**src/rtl/dcwa_pkg.sv**
```systemverilog
package dcwa_pkg;

  // Field widths of the sample and the window registers
  localparam int unsigned SampleW = 32;
  localparam int unsigned WinW    = 6;

  // Configuration register indexes
  localparam logic REG_WINDOW_CH0 = 1'b0;
  localparam logic REG_WINDOW_CH1 = 1'b1;

  // Sequencer states, one-hot
  typedef enum logic [5:0] {
    ST_IDLE = 6'b000001,
    ST_ACC  = 6'b000010,
    ST_ABS  = 6'b000100,
    ST_DIV  = 6'b001000,
    ST_FIX  = 6'b010000,
    ST_DONE = 6'b100000
  } state_e;

endpackage

```
**src/rtl/dual_channel_window_average.sv**
```systemverilog
// Two-channel moving-average filter.
// Input stream: each beat carries one signed 32-bit sample (tdata) and its
// channel number (tuser). The sample is stored in that channel's ring of
// DEPTH slots, and one output beat returns the truncated mean of the newest
// min(window, samples seen) samples of the channel, with the channel in tuser.
// Windows are set through the write port (index 0: channel 0, index 1:
// channel 1), six bits each, clamped to 1..DEPTH; a new window applies from
// the next sample of that channel.
// One adder serves accumulation, sign handling and a restoring divide.
// An item passes the states ACC, ABS, DIV, FIX and DONE in turn: the
// accumulation reads one ring slot of the effective window per cycle from
// the single read port, and the divide retires one quotient bit per cycle.
// s_axis_tready is high only while the sequencer is idle; one item is in
// work at a time. A finished mean waits in the output register, and the
// next item is accepted meanwhile; if the receiver still stalls when that
// item is done, the sequencer holds its result until the register frees.
// Reset clears write positions, sample counts and the output valid, and sets
// both windows to 1. Ring contents need no clearing: a slot is read only
// after it has been written.
module dual_channel_window_average #(
  parameter int unsigned DEPTH = 32
) (
  input  logic                         clk_i,
  input  logic                         rst_ni,
  // configuration write port
  input  logic                         cfg_we_i,
  input  logic                         cfg_addr_i,
  input  logic [dcwa_pkg::WinW-1:0]    cfg_wdata_i,
  // sample stream in
  input  logic                         s_axis_tvalid,
  output logic                         s_axis_tready,
  input  logic [dcwa_pkg::SampleW-1:0] s_axis_tdata,   // [31:0] sample
  input  logic                         s_axis_tuser,   // [0] channel
  // mean stream out
  output logic                         m_axis_tvalid,
  input  logic                         m_axis_tready,
  output logic [dcwa_pkg::SampleW-1:0] m_axis_tdata,   // [31:0] mean
  output logic                         m_axis_tuser    // [0] out_channel
);
  import dcwa_pkg::*;

  localparam int unsigned PW  = $clog2(DEPTH);
  localparam int unsigned CW  = $clog2(DEPTH + 1);
  localparam int unsigned SW  = SampleW + $clog2(DEPTH);
  localparam int unsigned STW = $clog2(SW + 1);
  localparam int unsigned MemEntries = 2 ** (PW + 1);

  localparam logic [PW-1:0]  PosLast  = PW'(DEPTH - 1);
  localparam logic [CW-1:0]  DepthC   = CW'(DEPTH);
  localparam logic [WinW:0]  DepthWin = (WinW + 1)'(DEPTH);
  localparam logic [STW-1:0] StepLast = STW'(SW - 1);

  state_e state_q, state_d;

  logic [WinW-1:0] win_cfg_q [2];
  logic [PW-1:0]   wpos_q    [2];
  logic [CW-1:0]   vcnt_q    [2];

  logic            ch_q, ch_d;
  logic [CW-1:0]   win_q, win_d;
  logic [CW-1:0]   iss_q, iss_d;
  logic [PW-1:0]   ridx_q, ridx_d;
  logic            rvalid_q, rvalid_d;
  logic [STW-1:0]  step_q, step_d;
  logic [SW-1:0]   sum_q, sum_d;
  logic [CW-1:0]   rem_q, rem_d;
  logic            neg_q, neg_d;

  logic                out_valid_q;
  logic                out_ch_q;
  logic [SampleW-1:0]  out_mean_q;
  logic                out_load;

  logic [SampleW-1:0]  ring_mem [MemEntries];
  logic [SampleW-1:0]  rdata_q;
  logic                rd_en;
  logic [PW:0]         rd_addr;

  logic                accept;
  logic [PW-1:0]       pos_cur;
  logic [CW-1:0]       vc_new;
  logic [WinW:0]       win_raw;
  logic [WinW:0]       win_clamp;
  logic [CW-1:0]       win_eff;

  logic [SW:0]         alu_a, alu_b, alu_s;
  logic                alu_ci;
  logic [CW:0]         rem_sh;
  logic                div_ge;

  assign accept        = s_axis_tvalid && s_axis_tready;
  assign s_axis_tready = (state_q == ST_IDLE);

  // Window for the arriving sample: clamp to 1..DEPTH, then to samples seen
  assign pos_cur = wpos_q[s_axis_tuser];
  assign vc_new  = (vcnt_q[s_axis_tuser] < DepthC) ? vcnt_q[s_axis_tuser] + CW'(1)
                                                   : vcnt_q[s_axis_tuser];
  assign win_raw = {1'b0, win_cfg_q[s_axis_tuser]};
  always_comb begin
    win_clamp = win_raw;
    if (win_raw == '0) begin
      win_clamp = (WinW + 1)'(1);
    end else if (win_raw > DepthWin) begin
      win_clamp = DepthWin;
    end
    win_eff = (CW'(win_clamp) < vc_new) ? CW'(win_clamp) : vc_new;
  end

  // Configuration writes
  always_ff @(posedge clk_i or negedge rst_ni) begin
    if (!rst_ni) begin
      win_cfg_q[0] <= WinW'(1);
      win_cfg_q[1] <= WinW'(1);
    end else if (cfg_we_i) begin
      unique case (cfg_addr_i)
        REG_WINDOW_CH0: win_cfg_q[0] <= cfg_wdata_i;
        REG_WINDOW_CH1: win_cfg_q[1] <= cfg_wdata_i;
        default:        ;
      endcase
    end
  end

  // Per-channel write position and sample count
  always_ff @(posedge clk_i or negedge rst_ni) begin
    if (!rst_ni) begin
      wpos_q[0] <= '0;
      wpos_q[1] <= '0;
      vcnt_q[0] <= '0;
      vcnt_q[1] <= '0;
    end else if (accept) begin
      wpos_q[s_axis_tuser] <= (pos_cur == PosLast) ? '0 : pos_cur + PW'(1);
      vcnt_q[s_axis_tuser] <= vc_new;
    end
  end

  // Sample ring: write on accept, registered read during accumulation
  assign rd_en   = (state_q == ST_ACC) && (iss_q < win_q);
  assign rd_addr = {ch_q, ridx_q};

  always_ff @(posedge clk_i) begin
    if (accept) begin
      ring_mem[{s_axis_tuser, pos_cur}] <= s_axis_tdata;
    end
  end

  always_ff @(posedge clk_i) begin
    if (rd_en) begin
      rdata_q <= ring_mem[rd_addr];
    end
  end

  // Shared adder: accumulate, negate, trial subtract
  assign alu_s  = alu_a + alu_b + (SW + 1)'(alu_ci);
  assign rem_sh = {rem_q, sum_q[SW-1]};
  assign div_ge = !alu_s[SW];

  always_comb begin
    alu_a  = '0;
    alu_b  = '0;
    alu_ci = 1'b0;
    unique case (state_q)
      ST_ACC: begin
        alu_a = {sum_q[SW-1], sum_q};
        alu_b = (SW + 1)'(signed'(rdata_q));
      end
      ST_ABS, ST_FIX: begin
        alu_b  = ~{1'b0, sum_q};
        alu_ci = 1'b1;
      end
      ST_DIV: begin
        alu_a  = {(SW - CW)'(0), rem_sh};
        alu_b  = ~{(SW + 1 - CW)'(0), win_q};
        alu_ci = 1'b1;
      end
      default: ;
    endcase
  end

  // Sequencer
  always_comb begin
    state_d  = state_q;
    ch_d     = ch_q;
    win_d    = win_q;
    iss_d    = iss_q;
    ridx_d   = ridx_q;
    rvalid_d = 1'b0;
    step_d   = step_q;
    sum_d    = sum_q;
    rem_d    = rem_q;
    neg_d    = neg_q;
    out_load = 1'b0;
    unique case (state_q)
      ST_IDLE: begin
        if (accept) begin
          ch_d    = s_axis_tuser;
          win_d   = win_eff;
          iss_d   = '0;
          ridx_d  = pos_cur;
          sum_d   = '0;
          state_d = ST_ACC;
        end
      end
      ST_ACC: begin
        // issue one read per cycle walking back from the newest slot
        if (rd_en) begin
          iss_d    = iss_q + CW'(1);
          ridx_d   = (ridx_q == '0) ? PosLast : ridx_q - PW'(1);
          rvalid_d = 1'b1;
        end
        if (rvalid_q) begin
          sum_d = alu_s[SW-1:0];
        end else if (!rd_en) begin
          state_d = ST_ABS;
        end
      end
      ST_ABS: begin
        neg_d   = sum_q[SW-1];
        sum_d   = sum_q[SW-1] ? alu_s[SW-1:0] : sum_q;
        rem_d   = '0;
        step_d  = '0;
        state_d = ST_DIV;
      end
      ST_DIV: begin
        // one quotient bit per cycle, shifted in where the dividend leaves
        rem_d  = div_ge ? alu_s[CW-1:0] : rem_sh[CW-1:0];
        sum_d  = {sum_q[SW-2:0], div_ge};
        step_d = step_q + STW'(1);
        if (step_q == StepLast) begin
          state_d = ST_FIX;
        end
      end
      ST_FIX: begin
        if (neg_q) begin
          sum_d = alu_s[SW-1:0];
        end
        state_d = ST_DONE;
      end
      ST_DONE: begin
        // hold until the output register is free
        if (!out_valid_q || m_axis_tready) begin
          out_load = 1'b1;
          state_d  = ST_IDLE;
        end
      end
      default: state_d = ST_IDLE;
    endcase
  end

  always_ff @(posedge clk_i or negedge rst_ni) begin
    if (!rst_ni) begin
      state_q  <= ST_IDLE;
      rvalid_q <= 1'b0;
    end else begin
      state_q  <= state_d;
      rvalid_q <= rvalid_d;
    end
  end

  always_ff @(posedge clk_i) begin
    ch_q   <= ch_d;
    win_q  <= win_d;
    iss_q  <= iss_d;
    ridx_q <= ridx_d;
    step_q <= step_d;
    sum_q  <= sum_d;
    rem_q  <= rem_d;
    neg_q  <= neg_d;
  end

  // Output register
  always_ff @(posedge clk_i or negedge rst_ni) begin
    if (!rst_ni) begin
      out_valid_q <= 1'b0;
    end else if (out_load) begin
      out_valid_q <= 1'b1;
    end else if (m_axis_tready) begin
      out_valid_q <= 1'b0;
    end
  end

  always_ff @(posedge clk_i) begin
    if (out_load) begin
      out_ch_q   <= ch_q;
      out_mean_q <= sum_q[SampleW-1:0];
    end
  end

  assign m_axis_tvalid = out_valid_q;
  assign m_axis_tdata  = out_mean_q;
  assign m_axis_tuser  = out_ch_q;

  // Checks
  a_win_range: assert property (@(posedge clk_i) disable iff (!rst_ni)
    (state_q != ST_IDLE) |-> (win_q != '0 && win_q <= DepthC))
    else $error("effective window outside 1..DEPTH");

  a_vcnt_sat: assert property (@(posedge clk_i) disable iff (!rst_ni)
    (vcnt_q[0] <= DepthC && vcnt_q[1] <= DepthC))
    else $error("sample count above DEPTH");

  a_iss_bound: assert property (@(posedge clk_i) disable iff (!rst_ni)
    (state_q == ST_ACC) |-> (iss_q <= win_q))
    else $error("more ring reads than window");

  a_div_len: assert property (@(posedge clk_i) disable iff (!rst_ni)
    (state_q == ST_DIV && step_q == StepLast) |=> (state_q == ST_FIX))
    else $error("divide did not finish after its last step");

endmodule

```
**config.mk**
```make
export PLATFORM = sky130hd
export DESIGN_NAME = dual_channel_window_average
export DESIGN_NICKNAME = d
export VERILOG_FILES = /design/src/rtl/dcwa_pkg.sv /design/src/rtl/dual_channel_window_average.sv
export SDC_FILE = /design/constraint.sdc
export NUM_CORES = 2
export LEC_CHECK = 0
export BUFFER_PORTS_ARGS = -buffer_cell sky130_fd_sc_hd__buf_2
export CORE_ASPECT_RATIO = 1.25
export CORE_MARGIN = 8
export CORE_UTILIZATION = 60
export DETAILED_ROUTE_END_ITERATION = 12
export GPL_TIMING_DRIVEN = 0
export PLACE_DENSITY = 0.76
export RECOVER_POWER = 50
export SLEW_MARGIN = 5
export SYNTH_ARGS = -nofsm -noshare
export SYNTH_HDL_FRONTEND = slang
export SYNTH_SLANG_ARGS = --single-unit
```
**constraint.sdc**
```tcl
create_clock -name clk_i -period 5.28 [get_ports clk_i]
set_input_delay 0.792 -clock clk_i [delete_from_list [all_inputs] [get_ports clk_i]]
set_output_delay 0.792 -clock clk_i [all_outputs]
set_load 0.01 [all_outputs]
```
==> reports/qor.yml <==
status:
  status: "finished, violations left"
  violations: "capacitance limit, slew limit"
hold_path:
  hold_depth: 2
  hold_class: "in -> reg"
  hold_start: "cfg_wdata_i[4]"
  min_to: "win_cfg_q[4]"
detailed_routing:
  routed.top_layer: "met5"
  vias: 44930
  finalWirelength_um: 245500
  wl_met2_um: 119700
  drtIter0Drc: 6708
  drc_errors: 0
  viasPerCell: 7.121
  postRouteAntennaNets: 0
  drtPass1Iterations: 6
  met1_length_um: 79590
  wl_per_cell_um: 38.90
  routed-wl-met3_um: 28000
floorplanning:
  rows: 156
  io_pins: 80
  die-width_um: 357.6
  die_y_um: 443.0
  start_util: 0.6051
  design.core.area_um2: 144600
  dieArea_um2: 158400
global_route:
  grt_first_pass_wirelength_um: 344100
  grt_pass1_vias: 45470
  grt_start_max_net_pins: 65
  antenna_found_initial: 28
  grt_usage: 0.3115
  grt-ovfl-total: 0
yosys:
  ys_seq_area_frac: 0.7604
  synthDistinctLibCells: 62
  synth_top_family_by_area: "multiplexers"
  synth-simple-area-share: 0.01882
  synth.cell_area_um2: 87510
  synth_nets: 3983
  synth_xor_area_frac: 0.004904
  synth_enable_flop_cells: 2181
  synth_area_leader_cell: "edfxtp_1"
  synth_top_area_share: 0.7484
  yosysWarnings: 0
  synthArstFlopShare: 0.01889
  synthCells: 3883
  yosys_register_bits: 2223
  synth_mux_area_frac: 0.1783
  synth-compound-area-share: 0.01942
  syn_avg_cell_area_um2: 22.54
  synthFlopType: "edfxtp_1"
  synthAdderAreaFrac: 0.008035
  synthTopCellsByArea: "edfxtp_1 75%, mux4_2 17%, dfrtp_1 1.1%"
cts:
  cts.sinks: 2223
  root_buffer: "clkbuf_16"
  clockBufferDepth: 3
  cts_tree: "done"
  htreeDepth: 4
  cts_buffers: 199
  clk_latency_ns: 0.85
  path_clk_slew_ns: 0.06
power_and_ir_drop:
  intPower_mw: 34.67
  pwr-share-comb: 0.315
  power_density_nw_per_um2: 519.6
  power.switching_mw: 16.59
  power_leakage_nw: 30.97
  pwr-share-seq: 0.405
  clkPwrFrac: 0.281
  peakVddDrop_v: 0.0003492
  p_sw_frac: 0.3237
timing:
  worst_slew_pin_slew_ns: 3.878
  setup_violations: 0
  timing.fmax_mhz: 192.1
  whs_ns: 0.2154
  drv_slew: 2182
  slew_headroom: -1.585
  timing.final.crit_share: 0.9860
  min_period_ns: 5.206
  clock_skew_ns: 0.04426
  fin_setup_tns_ns: 0
  hold_viol_final: 0
finish:
  nets: 4336
  area_delta_synth_final_pct: 12.73
  final_cell_mix: "2,181 x edfxtp_1, 672 x mux4_2, 263 x clkbuf_1"
  layout_commonest_cell: "edfxtp_1"
  drive_gt1_frac: 0.2610
  stdcell_count: 6310
critical_path:
  path_class: "reg -> reg"
  cp_max_fo: 11
  end_kind: "flop"
  worstReg2RegStart: "ridx_q[1]"
  arrival_ns: 5.76
  worst_ep_required_time_ns: 5.83
  r2r_setup_slack_ns: 0.07
  rr_worst_depth: 6
  cp-start-kind: "flop"
  r2r_end: "rdata_q[31]"
placement:
  hpwl_um: 147900
  dp.cells: 5928
  io_buffers: 79
  gp_congestion: 0.8883
job:
  drv_cap: 37
## worst max path at each step
stage | startpoint | to | cells after the start
2_1_floorplan | iss_q[1] | state_q[2] | 9
3_3_place_gp | s_axis_tuser | ring_mem[44][14] | 7
3_5_place_dp | state_q[0] | sum_q[36] | 15
4_1_cts | state_q[0] | sum_q[36] | 16
5_1_grt | state_q[0] | sum_q[36] | 17
6_report | ridx_q[1] | rdata_q[31] | 6
## registers in the layout (all words and copies together) (netlist names)
register,cells
ch_q,1
iss_q,6
m_axis_tdata,32
m_axis_tuser,1
m_axis_tvalid,1
neg_q,1
rdata_q,32
rem_q,6
ridx_q,5
ring_mem,2048
rvalid_q,1
state_q,6
step_q,6
sum_q,37
vcnt_q,12
win_cfg_q,12
win_q,6
wpos_q,10
## power by group through the flow
stage | clock network (mW) | logic [mW] | registers, mW
after detailed placement | 0 | 15.6 | 21.0
after global routing | 15.0 | 16.5 | 20.8
final | 14.4 | 16.1 | 20.7
after CTS | 14.4 | 16.0 | 20.7
after floorplan | 0 | 9.32 | 20.9
after global placement | 0 | 15.1 | 21.0
## synth_stat cells (5+ instances only)
| master | number |
|---|---|
| edfxtp_1 | 2181 |
| mux4_2 | 672 |
| clkbuf_1 | 152 |
| nor2_1 | 117 |
| nand2_1 | 116 |
| o21ai_0 | 64 |
| a22o_1 | 56 |
| a21oi_1 | 53 |
| ha_1 | 53 |
| buf_1 | 43 |
| dfrtp_1 | 39 |
| inv_1 | 38 |
| and2_1 | 35 |
| xnor2_1 | 28 |
| mux2_2 | 23 |
| mux2i_1 | 21 |
| xor2_1 | 21 |
| a21o_1 | 18 |
| nand3_1 | 16 |
| nand3b_1 | 10 |
| o21bai_1 | 10 |
| nand2b_1 | 8 |
| nand4_1 | 8 |
| a22oi_1 | 7 |
| a31oi_1 | 7 |
| nor2b_1 | 7 |
| and3_1 | 6 |
| nor4_1 | 6 |
| and4_1 | 5 |
| o31ai_1 | 5 |
## cell families (layout without fill, tap and decap cells)
kind of cell	Yosys count	count (layout)
flip-flops	2223	2223
multiplexers	716	716
AND/OR/NAND/NOR	351	351
AO/OA/AOI/OAI	254	254
buffers and inverters	235	747
adder cells (fa/ha/maj)	55	55
XOR/XNOR	49	49
other	0	19
## final cells by class
type,instances,area (um^2)
diodes,19,47.55
plain buffers,197,762.0
clock buffers,255,5254
clock inverters,105,1090
fillers,8354,45980
inverters,38,142.6
multi-input cells,1425,20600
flip-flops and latches,2223,66550
well taps,1896,2372
repair buffers,152,1841
## critical path, stage by stage (launching register included)
cell and delay [ns]:
edfxtp_1 0.34, clkbuf_1 0.72, clkbuf_1 1.05, clkbuf_1 1.13
mux4_2 0.47, mux4_2 0.62, mux4_2 0.56
## stage by stage
stage / instance area, um^2 / utilization / setup slack [ns] / power [mW]
6_report: 98660 / 0.6821 / 0.07369 / 51.26
5_1_grt: 98610 / 0.6818 / -0.005064 / 52.28
3_5_place_dp: 92340 / 0.6385 / -0.5212 / 36.59
4_1_cts: 98710 / 0.6825 / 0.005431 / 51.06
2_1_floorplan: 87510 / - / 0.6468 / 30.17
3_3_place_gp: 90280 / 0.6242 / -1.928 / 36.16
## per-layer routing
layer	track usage	vias to the layer above
met1	0.3811	23330
met3	0.07937	790
met4	0.1834	18
met2	0.5051	3604
met5	0	-
li1	-	17200
## timing repair
item                       in CTS  in global routing
cloned                          0                  0
buffers inserted                0                  3
pin swaps                       0                  2
hold buffers                    0                  0
gates resized for setup         9                 12
setup endpoints to repair      12                 12
(Power assumes the default switching activity.)
